**src/gbpe_pkg.sv**
```systemverilog
// ----------------------------------------------------------------------------
// Glyph bitmap pixel expander package
// Shared types, register indexes and font tables for the expander blocks.
// ----------------------------------------------------------------------------
package gbpe_pkg;

	localparam int SCREEN_WIDTH_DEF  = 240;
	localparam int SCREEN_HEIGHT_DEF = 240;

	localparam int S_TDATA_W = 24;
	localparam int M_TDATA_W = 32;
	localparam int CFG_IDX_W = 2;
	localparam int CFG_DAT_W = 16;

	localparam logic [CFG_IDX_W-1:0] REG_FONT_KIND  = 2'd0;
	localparam logic [CFG_IDX_W-1:0] REG_OVERLAY    = 2'd1;
	localparam logic [CFG_IDX_W-1:0] REG_BACKGROUND = 2'd2;
	localparam logic [CFG_IDX_W-1:0] REG_FOREGROUND = 2'd3;

	localparam logic [1:0] FONT_6X8   = 2'd0;
	localparam logic [1:0] FONT_6X12  = 2'd1;
	localparam logic [1:0] FONT_8X16  = 2'd2;
	localparam logic [1:0] FONT_12X24 = 2'd3;

	typedef struct packed {
		logic [1:0]  font_kind;
		logic        overlay;
		logic [15:0] background;
		logic [15:0] foreground;
	} cfg_t;

	typedef struct packed {
		logic [7:0] x;
		logic [7:0] y;
		logic [7:0] pix_byte;
		logic [2:0] last_idx;
		logic       done;
	} job_t;

	function automatic logic [4:0] font_height(input logic [1:0] kind);
		logic [4:0] h;
		unique case (kind)
			FONT_6X8:   h = 5'd8;
			FONT_6X12:  h = 5'd12;
			FONT_8X16:  h = 5'd16;
			FONT_12X24: h = 5'd24;
			default:    h = 5'd16;
		endcase
		return h;
	endfunction

	function automatic logic [5:0] glyph_length(input logic [1:0] kind);
		logic [5:0] n;
		unique case (kind)
			FONT_6X8:   n = 6'd6;
			FONT_6X12:  n = 6'd12;
			FONT_8X16:  n = 6'd16;
			FONT_12X24: n = 6'd36;
			default:    n = 6'd16;
		endcase
		return n;
	endfunction

endpackage

```
**src/glyph_bitmap_pixel_expander_unit.sv**
```systemverilog
// ----------------------------------------------------------------------------
// Glyph bitmap pixel expander
// Turns column-major font glyph bytes into a stream of pixel writes.
// ----------------------------------------------------------------------------
// Each byte accepted while a glyph is active gives between one and eight
// pixel words, emitted at one word per cycle by the pixel counter of the back
// end while the output is not stalled; a byte accepted after its glyph is done
// gives none. The front end takes a byte whenever the two-entry job queue has
// room; a byte waits in the queue and the back end registers its words.
// Configuration is taken in any cycle and must only change while the block is
// idle.
module glyph_bitmap_pixel_expander_unit #(
	parameter int SCREEN_WIDTH  = gbpe_pkg::SCREEN_WIDTH_DEF,
	parameter int SCREEN_HEIGHT = gbpe_pkg::SCREEN_HEIGHT_DEF
) (
	input  logic                             clk,
	input  logic                             arst_n,
	input  logic                             s_tvalid,
	output logic                             s_tready,
	// origin_x, origin_y, glyph_byte
	input  logic [gbpe_pkg::S_TDATA_W-1:0]   s_tdata,
	// start_glyph
	input  logic [0:0]                       s_tuser,
	output logic                             m_tvalid,
	input  logic                             m_tready,
	// pixel_x, pixel_y, pixel_color
	output logic [gbpe_pkg::M_TDATA_W-1:0]   m_tdata,
	// glyph_done
	output logic [0:0]                       m_tuser,
	output logic                             m_tlast,
	input  logic                             cfg_valid,
	output logic                             cfg_ready,
	input  logic [gbpe_pkg::CFG_IDX_W-1:0]   cfg_index,
	input  logic [gbpe_pkg::CFG_DAT_W-1:0]   cfg_data
);
	import gbpe_pkg::*;

	cfg_t        cfg_q;
	job_t        front_job, head_job;
	logic        front_valid, front_ready, head_valid, head_ready;
	logic [7:0]  pixel_x, pixel_y;
	logic [15:0] pixel_color;

	assign cfg_ready = 1'b1;

	always_ff @(posedge clk or negedge arst_n) begin
		if (!arst_n) begin
			cfg_q.font_kind  <= FONT_8X16;
			cfg_q.overlay    <= 1'b0;
			cfg_q.background <= 16'h0000;
			cfg_q.foreground <= 16'hFFFF;
		end else if (cfg_valid && cfg_ready) begin
			unique case (cfg_index)
				REG_FONT_KIND:  cfg_q.font_kind  <= cfg_data[1:0];
				REG_OVERLAY:    cfg_q.overlay    <= cfg_data[0];
				REG_BACKGROUND: cfg_q.background <= cfg_data;
				REG_FOREGROUND: cfg_q.foreground <= cfg_data;
				default:        cfg_q            <= cfg_q;
			endcase
		end
	end

	gbpe_front #(
		.SCREEN_WIDTH  (SCREEN_WIDTH),
		.SCREEN_HEIGHT (SCREEN_HEIGHT)
	) u_front (
		.clk         (clk),
		.arst_n      (arst_n),
		.in_valid    (s_tvalid),
		.in_ready    (s_tready),
		.start_glyph (s_tuser[0]),
		.origin_x    (s_tdata[7:0]),
		.origin_y    (s_tdata[15:8]),
		.glyph_byte  (s_tdata[23:16]),
		.font_kind   (cfg_q.font_kind),
		.job_valid   (front_valid),
		.job_ready   (front_ready),
		.job         (front_job)
	);

	gbpe_queue u_queue (
		.clk        (clk),
		.arst_n     (arst_n),
		.push_valid (front_valid),
		.push_ready (front_ready),
		.push_data  (front_job),
		.pop_valid  (head_valid),
		.pop_ready  (head_ready),
		.pop_data   (head_job)
	);

	gbpe_back u_back (
		.clk          (clk),
		.arst_n       (arst_n),
		.job_valid    (head_valid),
		.job_ready    (head_ready),
		.job          (head_job),
		.cfg          (cfg_q),
		.out_valid    (m_tvalid),
		.out_ready    (m_tready),
		.pixel_x      (pixel_x),
		.pixel_y      (pixel_y),
		.pixel_color  (pixel_color),
		.last_of_byte (m_tlast),
		.glyph_done   (m_tuser[0])
	);

	assign m_tdata = {pixel_color, pixel_y, pixel_x};

endmodule

```
**src/gbpe_front.sv**
```systemverilog
// ----------------------------------------------------------------------------
// Glyph bitmap pixel expander front end
// Accepts glyph bytes, tracks the glyph cursor and classifies each byte.
// ----------------------------------------------------------------------------
module gbpe_front #(
	parameter int SCREEN_WIDTH  = gbpe_pkg::SCREEN_WIDTH_DEF,
	parameter int SCREEN_HEIGHT = gbpe_pkg::SCREEN_HEIGHT_DEF
) (
	input  logic            clk,
	input  logic            arst_n,
	input  logic            in_valid,
	output logic            in_ready,
	input  logic            start_glyph,
	input  logic [7:0]      origin_x,
	input  logic [7:0]      origin_y,
	input  logic [7:0]      glyph_byte,
	input  logic [1:0]      font_kind,
	output logic            job_valid,
	input  logic            job_ready,
	output gbpe_pkg::job_t  job
);
	import gbpe_pkg::*;

	localparam logic [8:0] ScrW = 9'(SCREEN_WIDTH);
	localparam logic [8:0] ScrH = 9'(SCREEN_HEIGHT);

	logic [7:0] column_pos_q, row_pos_q, top_row_q;
	logic [5:0] bytes_done_q;
	logic       halted_q;

	logic [7:0] cur_x, cur_y, cur_top, rel, lim_f;
	logic [5:0] cur_bytes, bytes_next;
	logic [4:0] fh;
	logic [8:0] lim_h, end_y, rel_end, x_next;
	logic [3:0] n;
	logic       active, hit_h, col_end, done, in_fire;

	always_comb begin
		cur_x     = start_glyph ? origin_x : column_pos_q;
		cur_y     = start_glyph ? origin_y : row_pos_q;
		cur_top   = start_glyph ? origin_y : top_row_q;
		cur_bytes = start_glyph ? 6'd0 : bytes_done_q;
		active    = start_glyph || !halted_q;
		fh        = font_height(font_kind);
		rel       = cur_y - cur_top;

		if ({1'b0, cur_y} >= ScrH) begin
			lim_h = 9'd1;
		end else begin
			lim_h = ScrH - {1'b0, cur_y};
		end
		if (rel >= {3'b0, fh}) begin
			lim_f = 8'd1;
		end else begin
			lim_f = {3'b0, fh} - rel;
		end

		n = 4'd8;
		if (lim_f < 8'd8) begin
			n = lim_f[3:0];
		end
		if (lim_h < {5'b0, n}) begin
			n = lim_h[3:0];
		end

		end_y      = {1'b0, cur_y} + {5'b0, n};
		rel_end    = {1'b0, rel} + {5'b0, n};
		hit_h      = end_y >= ScrH;
		col_end    = !hit_h && (rel_end >= {4'b0, fh});
		x_next     = {1'b0, cur_x} + 9'd1;
		bytes_next = cur_bytes + 6'd1;
		done       = hit_h || (col_end && (x_next >= ScrW)) || (bytes_next >= glyph_length(font_kind));
	end

	assign in_ready  = job_ready;
	assign in_fire   = in_valid && in_ready;
	assign job_valid = in_valid && active;

	always_comb begin
		job.x        = cur_x;
		job.y        = cur_y;
		job.pix_byte = glyph_byte;
		job.last_idx = 3'(n - 4'd1);
		job.done     = done;
	end

	always_ff @(posedge clk or negedge arst_n) begin
		if (!arst_n) begin
			column_pos_q <= '0;
			row_pos_q    <= '0;
			top_row_q    <= '0;
			bytes_done_q <= '0;
			halted_q     <= 1'b1;
		end else if (in_fire && active) begin
			column_pos_q <= col_end ? x_next[7:0] : cur_x;
			row_pos_q    <= col_end ? cur_top : end_y[7:0];
			top_row_q    <= cur_top;
			bytes_done_q <= bytes_next;
			halted_q     <= done;
		end
	end

endmodule

```
**src/gbpe_queue.sv**
```systemverilog
// ----------------------------------------------------------------------------
// Glyph bitmap pixel expander job queue
// Two-entry queue that decouples byte classification from pixel output.
// ----------------------------------------------------------------------------
module gbpe_queue (
	input  logic           clk,
	input  logic           arst_n,
	input  logic           push_valid,
	output logic           push_ready,
	input  gbpe_pkg::job_t push_data,
	output logic           pop_valid,
	input  logic           pop_ready,
	output gbpe_pkg::job_t pop_data
);
	import gbpe_pkg::*;

	job_t       entry_q [2];
	logic       wr_ptr_q, rd_ptr_q;
	logic [1:0] count_q;
	logic       push, pop;

	assign push_ready = count_q != 2'd2;
	assign pop_valid  = count_q != 2'd0;
	assign pop_data   = entry_q[rd_ptr_q];
	assign push       = push_valid && push_ready;
	assign pop        = pop_valid && pop_ready;

	always_ff @(posedge clk) begin
		if (push) begin
			entry_q[wr_ptr_q] <= push_data;
		end
	end

	always_ff @(posedge clk or negedge arst_n) begin
		if (!arst_n) begin
			wr_ptr_q <= 1'b0;
			rd_ptr_q <= 1'b0;
			count_q  <= 2'd0;
		end else begin
			if (push) begin
				wr_ptr_q <= !wr_ptr_q;
			end
			if (pop) begin
				rd_ptr_q <= !rd_ptr_q;
			end
			unique case ({push, pop})
				2'b10:   count_q <= count_q + 2'd1;
				2'b01:   count_q <= count_q - 2'd1;
				default: count_q <= count_q;
			endcase
		end
	end

endmodule

```
**src/gbpe_back.sv**
```systemverilog
// ----------------------------------------------------------------------------
// Glyph bitmap pixel expander back end
// Expands one queued byte into pixel words, one per cycle while not stalled.
// ----------------------------------------------------------------------------
module gbpe_back (
	input  logic           clk,
	input  logic           arst_n,
	input  logic           job_valid,
	output logic           job_ready,
	input  gbpe_pkg::job_t job,
	input  gbpe_pkg::cfg_t cfg,
	output logic           out_valid,
	input  logic           out_ready,
	output logic [7:0]     pixel_x,
	output logic [7:0]     pixel_y,
	output logic [15:0]    pixel_color,
	output logic           last_of_byte,
	output logic           glyph_done
);
	import gbpe_pkg::*;

	logic [2:0]  pix_cnt_q;
	logic        out_valid_q;
	logic        load, is_last, pix_bit;
	logic [15:0] color;

	assign load      = !out_valid_q || out_ready;
	assign is_last   = pix_cnt_q == job.last_idx;
	assign job_ready = load && job_valid && is_last;
	assign pix_bit   = job.pix_byte[3'd7 - pix_cnt_q];
	assign out_valid = out_valid_q;

	always_comb begin
		if (pix_bit) begin
			color = cfg.foreground;
		end else if (cfg.overlay) begin
			color = ~cfg.foreground;
		end else begin
			color = cfg.background;
		end
	end

	always_ff @(posedge clk or negedge arst_n) begin
		if (!arst_n) begin
			out_valid_q <= 1'b0;
			pix_cnt_q   <= '0;
		end else if (load) begin
			out_valid_q <= job_valid;
			if (job_valid) begin
				pix_cnt_q <= is_last ? 3'd0 : pix_cnt_q + 3'd1;
			end
		end
	end

	always_ff @(posedge clk) begin
		if (load && job_valid) begin
			pixel_x      <= job.x;
			pixel_y      <= job.y + {5'b0, pix_cnt_q};
			pixel_color  <= color;
			last_of_byte <= is_last;
			glyph_done   <= is_last && job.done;
		end
	end

endmodule

```
**config.mk**
```make
export PLATFORM = sky130hd
export DESIGN_NAME = glyph_bitmap_pixel_expander_unit
export DESIGN_NICKNAME = d
export VERILOG_FILES = /design/src/gbpe_pkg.sv /design/src/glyph_bitmap_pixel_expander_unit.sv /design/src/gbpe_front.sv /design/src/gbpe_queue.sv /design/src/gbpe_back.sv
export SDC_FILE = /design/constraint.sdc
export NUM_CORES = 1
export LEC_CHECK = 0
export ABC_AREA = 1
export BUFFER_PORTS_ARGS = -buffer_cell sky130_fd_sc_hd__buf_2
export CAP_MARGIN = 0
export CORE_AREA = 5 5 122 124
export CTS_BUF_LIST = sky130_fd_sc_hd__clkbuf_8
export CTS_CLUSTER_DIAMETER = 30
export DETAILED_ROUTE_END_ITERATION = 8
export DIE_AREA = 0 0 127 129
export PLACE_DENSITY_LB_ADDON = 0.3
export SLEW_MARGIN = 20
export SYNTH_ARGS = -nofsm -noshare
export SYNTH_HDL_FRONTEND = slang
export SYNTH_SLANG_ARGS = --single-unit
```
**constraint.sdc**
```tcl
create_clock -name clk -period 16.52 [get_ports clk]
set_clock_uncertainty 0.15 [all_clocks]
set_input_delay 0.826 -clock clk [delete_from_list [all_inputs] [get_ports clk]]
set_output_delay 0.826 -clock clk [all_outputs]
set_load 0.03 [all_outputs]
```
# Yosys cells after proc, flatten, opt, wreduce, memory -nomap -nowiden
# Memory sizes are Yosys's and may differ from the RTL's.
# Index checks and enable logic that the tools add are counted.
# classes
order_cmp,9
mux,20
bitwise_logic,1
n_eq_ne,10
reduce_logical,28
n_addsub,13
# op_table
operator,n
8-bit two-way mux,6
16-bit two-way mux,2
6-bit case mux with 4 select lines,1
5-bit case mux with 4 select lines,1
8-bit by 4-bit adder with 9-bit output,2
"9-bit by 8-bit greater-or-equal comparator with 1-bit output, second input constant",2
16-bit NOT,1
"2-bit equality test, second input constant",5
1-bit logical AND,10
2-bit AND reduction,5
"8-bit by 1-bit adder with 9-bit output, second input constant",1
9-bit by 5-bit greater-or-equal comparator with 1-bit output,1
9-bit by 4-bit < comparator with 1-bit output,1
9-bit two-way mux,1
"8-bit by 8-bit subtractor with 9-bit output, first input constant",1
8-bit by 3-bit adder with 8-bit output,1
8-bit by 5-bit greater-or-equal comparator with 1-bit output,1
"8-bit greater-or-equal comparator, second input constant",1
"8-bit by 4-bit < comparator with 1-bit output, second input constant",1
4-bit two-way mux,2
5-bit by 8-bit subtractor with 8-bit output,1
8-bit subtractor,1
"6-bit by 1-bit adder with 6-bit output, second input constant",1
"2-bit by 1-bit equality test with 1-bit output, second input constant",3
18 further kinds,29
# word_totals
elab_cells,101
reg_bits,108
in_bits,48
out_inout_bits,37
n_memories,1
mem_bits_rw,56
# memory_table
name,words,word_bits,read_ports,rd_ports_with_merged_regs,write_ports,line_no,rtl
u_queue.entry_q,2,28,1,0,1,gbpe_queue.sv:17,job_t entry_q [2];

# Longest topological paths before layout
# logic_depth
depth_word,15
mapped_depth,47
ltp_nobuf,45

# Hierarchy
# From an unflattened synthesis, not the netlist that was laid out.
# unflattened
cells_unflattened,1085
hier_area_um2,9395.3
# by_module_without_submodules
module,area_each_um2,cells_each,n_inst
gbpe_front,3643.5,548,1
gbpe_queue,2269.7,176,1
gbpe_back,1981.9,199,1
glyph_bitmap_pixel_expander_unit,1500.2,162,1

# Worst setup path after synthesis
# No wires, ideal clock.
# synth_path
path_kind,input -> register
start,in s_tuser
end,reg u_front.column_pos_q[6]
path_slack_ps,9557
required_ps,16252
cell_stages,46
t_arrival_ps,6696
setup_ps,118
path_cell_list,inv_2 -> buf_6 -> clkbuf_1 -> clkbuf_1 -> a21oi_1 -> inv_1 -> ha_1 -> inv_1 -> fa_1 -> nand2_1 -> inv_1 -> nor2_1 -> nand2_1 -> nand2_1 -> nor2_1 -> nand3_1 -> nand2_1 -> nand2_1 -> [10 not listed] -> nand2_4 -> nand3_1 -> o21a_1 -> inv_1 -> ha_1 -> fa_1 -> xor2_1 -> ha_1 -> inv_1 -> o31ai_1 -> a21o_1 -> a211oi_1 -> nand3_4 -> nand2_4 -> buf_6 -> nand2_1 -> nand3_1 -> nand2_1
# synth_via
elab_chain_cells,13
# synth_rtl
item,line_no,rtl
"start, declared",glyph_bitmap_pixel_expander_unit.sv:23,"input logic [0:0] s_tuser,"
8-bit two-way mux *,gbpe_front.sv:41,cur_top = start_glyph ? origin_y : top_row_q;
net u_front.cur_top[0],gbpe_front.sv:31,"logic [7:0] cur_x, cur_y, cur_top, rel, lim_f;"
8-bit subtractor *,gbpe_front.sv:45,rel = cur_y - cur_top;
5-bit by 8-bit subtractor with 8-bit output or 8-bit by 5-bit greater-or-equal comparator with 1-bit output (tied branches),"gbpe_front.sv:55, gbpe_front.sv:52",
8-bit two-way mux,gbpe_front.sv:52,"if (rel >= {3'b0, fh}) begin"
8-bit by 4-bit < comparator with 1-bit output,gbpe_front.sv:59,if (lim_f < 8'd8) begin
4-bit two-way mux,gbpe_front.sv:59,
9-bit by 4-bit < comparator with 1-bit output,gbpe_front.sv:62,"if (lim_h < {5'b0, n}) begin"
4-bit two-way mux,gbpe_front.sv:62,
8-bit by 4-bit adder with 9-bit output,gbpe_front.sv:66,"end_y = {1'b0, cur_y} + {5'b0, n};"
9-bit by 8-bit greater-or-equal comparator with 1-bit output,gbpe_front.sv:68,hit_h = end_y >= ScrH;
1-bit zero test,gbpe_front.sv:69,"col_end = !hit_h && (rel_end >= {4'b0, fh});"
1-bit logical AND *,gbpe_front.sv:69,
8-bit two-way mux *,gbpe_front.sv:95,column_pos_q <= col_end ? x_next[7:0] : cur_x;
"end signal, assigned",gbpe_front.sv:95,
"end, declared",gbpe_front.sv:27,"logic [7:0] column_pos_q, row_pos_q, top_row_q;"
# The timed path passes the listed nets; every way through them passes the cells marked *.
# A chain may end at the register's enable or synchronous reset.

==> results_dict.tcl <==
set metrics [dict create \
    fp.coreArea_um2 13700 \
    track_usage 0.241 \
    hold_viol 0 \
    power.switching_fraction 0.426 \
    gr-total-overflow 0 \
    critPathMaxStageDelay_ns 0.45 \
    path_max_fanout 29 \
    cts_tree "yes" \
    synth_edf_count 90 \
    insertion_delay_ns 0.45 \
    avgRoutedWirePerCell_um 15.3 \
    cp_data_required_time_ns 16.72 \
    die_h_um 129 \
    place.gp.congestion 0.902 \
    min_period_over_period 0.455 \
    cp-end-kind "register" \
    cts_hold_buf 0 \
    intPower_mw 1.06 \
    cpMaxStageDelayCell "fa_1" \
    syn2layout_area_growth_pct 10.5 \
    synthesis.nets 1065 \
    layout-drive-gt1-share 0.193 \
    critPathBufInv 7 \
    min_path_type "register to register" \
    slew_violations 0 \
    antenna_found_initial 0 \
    cellLeakagePower_nw 4.69 \
    synthTopCellsByArea "edfxtp_1 (30%), dfrtp_1 (16%), nand2_1 (11%)" \
    clkPwrFrac 0.155 \
    synthArstFlopShare 0.451 \
    avgSynthCellArea_um2 9.12 \
    synth.yosys.seq_area_share 0.513 \
    grt_pass1_vias 6599 \
    path_delay_family "simple AND/OR/NAND/NOR gates" \
    yosysWarnings 0 \
    diodes 0 \
    slew_headroom 0.360 \
    cpMostUsedCell "nand2_1" \
    post-route-min-period_ns 7.51 \
    irDropWorstVdd_uv 79.8 \
    startpoint_type "primary input" \
    fmax_mhz 133 \
    final_nets 1138 \
    root_buffer "clkbuf_8" \
    power.density_nw_per_um2 187 \
    power_frac_comb 0.474 \
    dp_hpwl_mm 13.5 \
    setup_viol 0 \
    cts_buffers 17 \
    grt_max_degree 75 \
    worstMarginPinSlew_ns 0.960 \
    synth-seq-cells 164 \
    drt_first_pass_iters 7 \
    pin_count 85 \
    cap_violations 0 \
    total_power_mw 1.84 \
    die_w_um 127 \
    route.detailed.drc 0 \
    outcome "complete, no violations" \
    route.antenna.remaining_nets 0 \
    ys.flop_type "edfxtp_1" \
    path_class "primary input to register" \
    rsz0062_at_grt "no" \
    grt_pass1_wl_mm 31.3 \
    worstHoldStart "u_front.halted_q" \
    p_sw_mw 0.785 \
    yosys.area.top_type_share 0.303 \
    clock-sinks 164 \
    synth_top_area_cell "edfxtp_1" \
    ys_types 55 \
    arrival_ns 7.71 \
    drt-total-wl_mm 19.1 \
    r2r_start "u_front.row_pos_q[0]" \
    syn_inst 978 \
    vias 6909 \
    dieArea_um2 16400 \
    avgViaCountPerCell 5.55 \
    port_buffers 83 \
    clockBufferDepth 2 \
    seqPwrFrac 0.371 \
    tns_ns 0 \
    drt_iter0_drc 601 \
    start_util 0.653 \
    syn_area_um2 8920 \
    path_clk_slew_ns 0.08 \
    startpoint "s_tuser" \
    post_cts_buffers 0 \
    cts_resized 0 \
    rows 43 \
    cts_htree_levels 4 \
]
## cells in the final DEF, fill, tap and decap left out, drive strengths merged, types with 5 or more instances in the layout
master	n
dfstp	18
or2	13
a21oi	21
edfxtp	90
clkinv	7
buf	88
ha	35
dfrtp	56
nand2	285
mux2	16
inv	110
nand3	79
xnor2	10
o21ai	93
nand4	9
nor2	43
xor2	25
a21boi	5
clkbuf	19
## synth_stat cells (all sizes together), types with 13 or more instances
cell type	n
edfxtp	90
nor2	43
clkbuf	25
o21ai	93
mux2	16
dfrtp	56
or2	13
dfstp	18
nand3	79
a21oi	21
nand2	285
inv	105
ha	35
xor2	25
## through the flow
step	utilization	hold slack (ns)	cells	instance area, µm²	setup slack [ns]
2_1_floorplan	-	0.294	978	8920	9.56
3_3_place_gp	0.692	0.307	1212	9450	8.90
3_5_place_dp	0.692	0.310	1212	9450	8.60
4_1_cts	0.721	0.327	1244	9850	9.11
5_1_grt	0.722	0.339	1244	9860	8.44
6_report	0.722	0.327	1244	9860	9.01
## registers in the layout, indices dropped and copies added, names as in the netlist, 2 cells and up
| register | cells |
|---|---|
| u_queue.entry_q | 56 |
| cfg_q | 35 |
| u_back.pixel_color | 16 |
| u_back.pixel_x | 8 |
| u_back.pixel_y | 8 |
| u_front.column_pos_q | 8 |
| u_front.row_pos_q | 8 |
| u_front.top_row_q | 8 |
| u_front.bytes_done_q | 6 |
| u_back.pix_cnt_q | 3 |
| u_queue.count_q | 2 |
## cell type report
cell class	count	area, µm²
clock buffer	19	262
inverter	106	398
clock inverter	13	135
sequential	164	4580
fill	1011	3800
multi-input combinational	674	3810
timing repair buffer	88	455
tap	180	225
## per-layer routing
layer	track usage	share of wire
met1	0.319	0.43
met2	0.402	0.48
met3	0.0473	0.062
met4	0.0826	0.026
met5	0	0
## power by group through the flow
stage,clock network [mW],registers (mW),logic [mW]
final,0.286,0.682,0.873
after global routing,0.307,0.696,0.973
after CTS,0.288,0.681,0.873
after detailed placement,0,0.689,0.865
after global placement,0,0.682,0.840
after floorplan,0,0.771,0.570
## kinds of logic after synthesis
logic type	count (synthesis)	share of synthesized area
buffers and inverters	140	0.0628
AOI/OAI and AO/OA	139	0.0896
muxes	20	0.0247
and+or+nand+nor	440	0.217
DFF	164	0.513
other	1	0.000420
adders and majority gates	39	0.0581
xor gates and xnor gates	35	0.0344
## worst min-delay path: stages (launching register included)
cell,delay [ns]
dfstp_2,0.38
nand2_1,0.06
nand2_1,0.05
## path summary, 6_finish.rpt
| check | end | slack [ns] | cells after the start |
|---|---|---|---|
| worst max-delay path | u_front.column_pos_q[0] | 9.01 | 43 |
| worst min-delay path | u_front.halted_q | 0.33 | 2 |
| worst max register to register | u_front.column_pos_q[0] | 9.73 | 41 |
| worst min register to register | u_front.halted_q | 0.33 | 2 |
| max in group asynchronous | u_front.bytes_done_q[3] | 15.24 | 1 |
| min in group asynchronous | cfg_q[21] | 0.36 | 1 |
Power figures use the tool's default switching activity.
